<file path="src/hw/rtl/lfgi_pkg.sv">
// Package for the log-frequency gain interpolator.
// Holds sizes, codes and the controller/datapath command and status structs.
// No dependencies.
`timescale 1ns / 1ps

package lfgi_pkg;

    localparam int MAX_NODES = 256;
    localparam int ADDR_W    = $clog2(MAX_NODES);
    localparam int CNT_W     = $clog2(MAX_NODES + 1);
    localparam int IDX_W     = 8;
    localparam int FREQ_W    = 32;
    localparam int GAIN_W    = 16;
    localparam int EXP_W     = 5;
    localparam int FRAC_W    = 16;
    localparam int LOG_W     = EXP_W + FRAC_W;
    localparam int MANT_W    = 31;
    localparam int PROD_W    = 2 * MANT_W;
    localparam int DIFF_W    = GAIN_W + 1;
    localparam int MUL_W     = LOG_W + 1 + DIFF_W;
    localparam int DIV_W     = MUL_W - 1;
    localparam int DCNT_W    = $clog2(DIV_W);
    localparam int QUO_W     = GAIN_W + 1;
    localparam int SUM_W     = GAIN_W + 3;

    localparam logic [CNT_W-1:0] MAX_CNT = CNT_W'(MAX_NODES);

    typedef enum logic [1:0] {
        REG_EMPTY  = 2'd0,
        REG_BELOW  = 2'd1,
        REG_ABOVE  = 2'd2,
        REG_INTERP = 2'd3
    } region_t;

    typedef enum logic [1:0] {
        RA_R,
        RA_RM1,
        RA_CM1
    } raddr_sel_t;

    typedef enum logic [2:0] {
        RS_EMPTY,
        RS_RDGAIN,
        RS_GL,
        RS_GR,
        RS_INTERP
    } res_sel_t;

    typedef enum logic [1:0] {
        LS_LEFT,
        LS_RIGHT,
        LS_QUERY
    } log_sel_t;

    typedef struct packed {
        logic       wr_node;
        logic       ld_query;
        logic       r_clr;
        logic       r_inc;
        raddr_sel_t raddr_sel;
        logic       save_right;
        logic       save_left;
        logic       log_start;
        log_sel_t   log_sel;
        logic       mul;
        logic       div_start;
        logic       res_load;
        res_sel_t   res_sel;
        region_t    res_region;
        logic       out_load;
    } lfgi_cmd_t;

    typedef struct packed {
        logic cnt_zero;
        logic r_at_cnt;
        logic r_zero;
        logic freq_ge_q;
        logic gains_eq;
        logic log_done;
        logic lr_le_ll;
        logic div_done;
        logic out_busy;
    } lfgi_sts_t;

endpackage

</file>
<file path="src/hw/rtl/lfgi_ctrl.sv">
// Controller state machine of the gain interpolator.
// Sequences table scan, log evaluation, division and result hand-off; uses lfgi_pkg.
`timescale 1ns / 1ps

module lfgi_ctrl (
    input  logic                clk,
    input  logic                rst_n,
    input  logic                in_valid,
    input  logic                in_action,
    output logic                in_ready,
    output lfgi_pkg::lfgi_cmd_t cmd,
    input  lfgi_pkg::lfgi_sts_t sts
);

    typedef enum logic [4:0] {
        S_IDLE, S_SCAN_RD, S_SCAN_CMP, S_LAST_RD, S_LAST_CMP, S_LEFT_RD, S_LEFT_CMP,
        S_CHK, S_LOG_L, S_LOG_R, S_LOG_Q, S_CHK2, S_MUL, S_DIV_GO, S_DIV, S_INTERP, S_PUT
    } state_t;

    state_t state_reg;
    state_t state_next;

    always_ff @(posedge clk or negedge rst_n)
    begin
        if (!rst_n)
        begin
            state_reg <= S_IDLE;
        end
        else
        begin
            state_reg <= state_next;
        end
    end

    always_comb
    begin
        state_next     = state_reg;
        cmd            = '0;
        cmd.raddr_sel  = lfgi_pkg::RA_R;
        cmd.log_sel    = lfgi_pkg::LS_LEFT;
        cmd.res_sel    = lfgi_pkg::RS_EMPTY;
        cmd.res_region = lfgi_pkg::REG_EMPTY;
        in_ready       = (state_reg == S_IDLE);
        unique case (state_reg)
            S_IDLE:
            begin
                if (in_valid && !in_action)
                begin
                    cmd.wr_node = 1'b1;
                end
                else if (in_valid && in_action)
                begin
                    cmd.ld_query = 1'b1;
                    cmd.r_clr    = 1'b1;
                    if (sts.cnt_zero)
                    begin
                        cmd.res_load = 1'b1;
                        state_next   = S_PUT;
                    end
                    else
                    begin
                        state_next = S_SCAN_RD;
                    end
                end
            end
            S_SCAN_RD:
            begin
                state_next = sts.r_at_cnt ? S_LAST_RD : S_SCAN_CMP;
            end
            S_SCAN_CMP:
            begin
                if (sts.freq_ge_q && sts.r_zero)
                begin
                    cmd.res_load   = 1'b1;
                    cmd.res_sel    = lfgi_pkg::RS_RDGAIN;
                    cmd.res_region = lfgi_pkg::REG_BELOW;
                    state_next     = S_PUT;
                end
                else if (sts.freq_ge_q)
                begin
                    cmd.save_right = 1'b1;
                    state_next     = S_LEFT_RD;
                end
                else
                begin
                    cmd.r_inc  = 1'b1;
                    state_next = S_SCAN_RD;
                end
            end
            S_LAST_RD:
            begin
                cmd.raddr_sel = lfgi_pkg::RA_CM1;
                state_next    = S_LAST_CMP;
            end
            S_LAST_CMP:
            begin
                cmd.res_load   = 1'b1;
                cmd.res_sel    = lfgi_pkg::RS_RDGAIN;
                cmd.res_region = lfgi_pkg::REG_ABOVE;
                state_next     = S_PUT;
            end
            S_LEFT_RD:
            begin
                cmd.raddr_sel = lfgi_pkg::RA_RM1;
                state_next    = S_LEFT_CMP;
            end
            S_LEFT_CMP:
            begin
                cmd.save_left = 1'b1;
                state_next    = S_CHK;
            end
            S_CHK:
            begin
                if (sts.gains_eq)
                begin
                    cmd.res_load   = 1'b1;
                    cmd.res_sel    = lfgi_pkg::RS_GL;
                    cmd.res_region = lfgi_pkg::REG_INTERP;
                    state_next     = S_PUT;
                end
                else
                begin
                    cmd.log_start = 1'b1;
                    cmd.log_sel   = lfgi_pkg::LS_LEFT;
                    state_next    = S_LOG_L;
                end
            end
            S_LOG_L:
            begin
                if (sts.log_done)
                begin
                    cmd.log_start = 1'b1;
                    cmd.log_sel   = lfgi_pkg::LS_RIGHT;
                    state_next    = S_LOG_R;
                end
            end
            S_LOG_R:
            begin
                if (sts.log_done)
                begin
                    cmd.log_start = 1'b1;
                    cmd.log_sel   = lfgi_pkg::LS_QUERY;
                    state_next    = S_LOG_Q;
                end
            end
            S_LOG_Q:
            begin
                if (sts.log_done)
                begin
                    state_next = S_CHK2;
                end
            end
            S_CHK2:
            begin
                if (sts.lr_le_ll)
                begin
                    cmd.res_load   = 1'b1;
                    cmd.res_sel    = lfgi_pkg::RS_GR;
                    cmd.res_region = lfgi_pkg::REG_INTERP;
                    state_next     = S_PUT;
                end
                else
                begin
                    state_next = S_MUL;
                end
            end
            S_MUL:
            begin
                cmd.mul    = 1'b1;
                state_next = S_DIV_GO;
            end
            S_DIV_GO:
            begin
                cmd.div_start = 1'b1;
                state_next    = S_DIV;
            end
            S_DIV:
            begin
                if (sts.div_done)
                begin
                    state_next = S_INTERP;
                end
            end
            S_INTERP:
            begin
                cmd.res_load   = 1'b1;
                cmd.res_sel    = lfgi_pkg::RS_INTERP;
                cmd.res_region = lfgi_pkg::REG_INTERP;
                state_next     = S_PUT;
            end
            S_PUT:
            begin
                if (!sts.out_busy)
                begin
                    cmd.out_load = 1'b1;
                    state_next   = S_IDLE;
                end
            end
            default:
            begin
                state_next = S_IDLE;
            end
        endcase
    end

endmodule

</file>
<file path="config.mk">
export PLATFORM = sky130hd
export DESIGN_NAME = lfgi_ctrl
export DESIGN_NICKNAME = d
export VERILOG_FILES = /design/src/hw/rtl/lfgi_pkg.sv /design/src/hw/rtl/lfgi_ctrl.sv
export SDC_FILE = /design/constraint.sdc
export NUM_CORES = 1
export LEC_CHECK = 0
export ABC_AREA = 1
export BUFFER_PORTS_ARGS = -buffer_cell sky130_fd_sc_hd__buf_4
export CORE_MARGIN = 2
export CORE_UTILIZATION = 43
export DETAILED_ROUTE_END_ITERATION = 12
export GPL_TIMING_DRIVEN = 0
export PLACE_DENSITY = 0.75
export SETUP_SLACK_MARGIN = 0.5
export SLEW_MARGIN = 20
export SYNTH_ARGS = -nofsm -noshare
export SYNTH_HDL_FRONTEND = slang
export SYNTH_SLANG_ARGS = --single-unit
</file>
<file path="constraint.sdc">
create_clock -name clk -period 1.5 [get_ports clk]
set_input_delay 0.225 -clock clk [delete_from_list [all_inputs] [get_ports clk]]
set_output_delay 0.225 -clock clk [all_outputs]
set_load 0.005 [all_outputs]
</file>
==> results of run 1 <==
[cells in the mapped netlist, drive strengths merged]
library cell,number
o211ai,1
o21ai,2
dfrtp,5
nand2,29
nand3,13
nand3b,2
nor2,22
o22ai,1
inv,19
nor3b,1
nor3,3
nor4,2
nand4,5
buf,2
[cell families after synthesis]
logic type,count (synthesis),share of synthesized area
AOI/OAI and AO/OA,4,0.0389
and+or+nand+nor,77,0.609
DFF,5,0.204
buffers and inverters,21,0.147
[per-stage QoR]
| step | util | setup slack [ps] | hold slack (ps) | instances | setup TNS, ps |
|---|---|---|---|---|---|
| floorplan | - | 198 | -70.6 | 107 | 0 |
| detailed placement | 0.688 | -21.6 | 27.5 | 155 | -21.6 |
| global placement | 0.688 | -5.21 | 26.5 | 155 | -5.21 |
==> impl_metrics.tcl, run 1 <==
set metrics [dict create \
    status "stopped before the end" \
    lastStage "clock tree synthesis (4_1_cts)" \
    stop_error "[ERROR DPL-0033] detailed placement checks failed during check placement." \
    synth_fp_nets 120 \
    place_congestion 0.915 \
    dieWidth_um 41.7 \
    cts_buffer_depth 2 \
    chipHeight_um 41.7 \
    portBuffers 33 \
    clkSinkCount 5 \
    yosys_warnings 0 \
    cts_root_buffer "clkbuf_4" \
    io_pins 34 \
    synth_top_area_frac 0.204 \
    ys_ff_latch 5 \
    syn-instance-count 107 \
    cts_resized 44 \
    place_hpwl_um 1520 \
    avgSynthCellArea_um2 5.72 \
    initial_core_util 0.464 \
    h-tree-depth 1 \
    num_rows 13 \
    ys_seq_area_frac 0.204 \
    postCtsSetupRepairBufs 26 \
    cts_buffers 3 \
    synth_top_area_cell "dfrtp_1" \
    postPlaceCellArea_um2 906 \
    syn-cell-area_um2 612 \
    yosysUniqueCellTypes 21 \
    ctsHoldBuffers 1 \
    yosys-top-cells-area "dfrtp_1, nand2_1, inv_1, nor2_1, nand3_1" \
]
==> inputs of run 2 (changes only) <==
- CORE_AREA: unset -> 2 2 63 65
- CORE_MARGIN: 2 -> unset
- CORE_UTILIZATION: 43 -> unset
- DIE_AREA: unset -> 0 0 65 67
- PLACE_DENSITY: 0.75 -> unset
- PLACE_DENSITY_LB_ADDON: unset -> 0.15
- SETUP_SLACK_MARGIN: 0.5 -> unset
==> run 2 against run 1 <==
Against the previous run:
- the flow now finishes, with violations (negative setup slack)
- synthesized area did not move
- synthesized cell count did not move
==> impl_metrics.tcl, run 2 <==
set metrics [dict create \
    cts_buffer_depth 2 \
    num_rows 22 \
    die_area_um2 4360 \
    cts.clk_slew.worst_paths_ps 30 \
    largest_reg_flops 5 \
    path_cells "inv_4 -> nor3_4 -> nand4_1 -> nand2_1 -> nor2_2 -> nand2_1 -> buf_4" \
    leakagePower_nw 0.663 \
    final-seq-area_um2 130 \
    cts_tree "built" \
    grt_pass1_vias 912 \
    antenna_found_initial 0 \
    chipHeight_um 67 \
    syn2layout_area_growth_pct 99.4 \
    portBuffers 33 \
    vias 872 \
    final_cell_mix "buf_4, nand2_1, inv_1" \
    met3_length_um 103 \
    nNetsFinal 177 \
    critPathLaunchType "flip-flop" \
    fin_crit_sh 1.14 \
    clkLatencyLatePin_ps 220 \
    holdPathStages 4 \
    crit_fanout 4 \
    cts_buffers 3 \
    hp-class "in2reg" \
    drc 0 \
    grt_overflow_total 0 \
    drv_cap 0 \
    synth_edf_count 0 \
    topRoutingLayerUsed "met4" \
    first_pass_iters 4 \
    async_flop_share 1.00 \
    wire_per_inst_um 11.5 \
    ys_seq_area_frac 0.204 \
    grt_pass1_wl_um 3930 \
    fin_cells 211 \
    yosys-top-cells-area "dfrtp_1, nand2_1, inv_1, nor2_1, nand3_1" \
    synth_top_area_frac 0.204 \
    end_kind "primary output" \
    slew_violations 0 \
    fillers 394 \
    place_congestion 0.817 \
    syn-instance-count 107 \
    hold_viol 0 \
    p_per_area_nw_per_um2 1730 \
    yosys_warnings 0 \
    worstPathArrival_ps 1480 \
    avgSynthCellArea_um2 5.72 \
    drive_gt1_frac 0.571 \
    core_area_um2 3610 \
    place_hpwl_um 1760 \
    cpMostUsedCell "nand2_1" \
    yosysUniqueCellTypes 21 \
    rr_worst_depth 9 \
    crit_required_ps 1270 \
    power_mw 2.10 \
    clkSinkCount 5 \
    routed_wl_um 2420 \
    placedCellCount 188 \
    synth_fp_nets 120 \
    cts_root_buffer "clkbuf_8" \
    timing.slew.headroom 0.778 \
    tightest_slew_ps 329 \
    first_iter_violations 11 \
    dieWidth_um 65 \
    cpMaxStageDelayCell "dfrtp_2" \
    vdd_drop_max_v 0.000890 \
    final_common_cell "buf_4" \
    ys_ff_latch 5 \
    fmax_mhz 587 \
    multi_input_area_um2 488 \
    rsz0062_at_grt "yes" \
    synth_top_area_cell "dfrtp_1" \
    failed_checks "negative setup slack" \
    h-tree-depth 1 \
    finalSetupViolations 16 \
    skew_ps 2.63 \
    status "finished with violations" \
    io_pins 34 \
    crit_type "reg2out" \
    grt_max_degree 10 \
    synth.top_cells.by_count "nand2_1, inv_1, nor2_1" \
    initial_core_util 0.170 \
    wl_met2_um 1210 \
    synth-main-ff-cell "dfrtp_1" \
    ant_nets 0 \
    n_antenna_cell 0 \
    grt_usage 0.117 \
    yosysMostFrequentCell "nand2_1" \
    drt-met1-wl_um 1090 \
    syn-cell-area_um2 612 \
    worst_slack_ps -204 \
    fin_setup_tns_ps -1700 \
    viasPerCell 4.13 \
    period_needed_ps 1700 \
    slowest_delay_ps 410 \
]
[run 2: logic make-up after synthesis]
logic type | after synthesis | share of synthesized area
AOI/OAI and AO/OA | 4 | 0.0389
DFF | 5 | 0.204
buffers and inverters | 21 | 0.147
and+or+nand+nor | 77 | 0.609
[run 2: final timing paths]
check	start	end	slack, ps
worst max register to register	state_reg[1]	state_reg[1]	60
min in group asynchronous	rst_n	state_reg[3]	340
max in group asynchronous	rst_n	state_reg[0]	1040
worst min-delay path	sts[3]	state_reg[1]	300
worst max-delay path	state_reg[1]	cmd[6]	-200
worst min register to register	state_reg[4]	state_reg[1]	780
[run 2: repair_timing]
action                                  4_1_cts  5_1_grt
resized for setup                            23       15
endpoints found under the setup margin       21       24
pin swaps                                     8       15
buffers inserted                             15        6
hold endpoints to repair                      5        0
hold buffers                                  1        0
[run 2: area by class of cell]
cell class / instances / area share
buffer: 2 / 0.0154
clock buffer: 4 / 0.0369
inverter: 19 / 0.0605
multi-input combinational: 81 / 0.400
sequential: 5 / 0.107
tap: 48 / 0.0492
timing repair buffer: 52 / 0.331
[run 2: power breakdown]
group          internal [mW]  switching (mW)  total, mW  leakage [nW]
Sequential             0.202           0.121      0.323        0.0613
Combinational          0.718           0.817       1.54         0.579
Clock                  0.182          0.0641      0.246        0.0228
Total                   1.10            1.00       2.10         0.663
[run 2: routing by layer]
| metal | track usage | vias up |
|---|---|---|
| met3 | 0.0152 | 3 |
| met1 | 0.143 | 390 |
| met5 | 0 | - |
| met2 | 0.210 | 25 |
| met4 | 0.0399 | 0 |
| li1 | - | 454 |
[run 2: through the flow]
stage	instance area [um2]	util	worst slack [ps]	hold slack, ps
final	1220	0.338	-204	304
after global routing	1220	0.338	-285	344
after CTS	1150	0.319	-170	304
after detailed placement	920	0.255	-129	26.7
after global placement	920	0.255	-152	26.6
after floorplan	612	-	155	-70.6
[run 2: worst max-delay path: cells and delay by family, from the launching register on]
kind                   cells  cell delay (ps)
AND/OR/NAND/NOR            5              680
flip-flops                 1              410
buffers and inverters      2              170
Power figures use the tool's default switching activity.
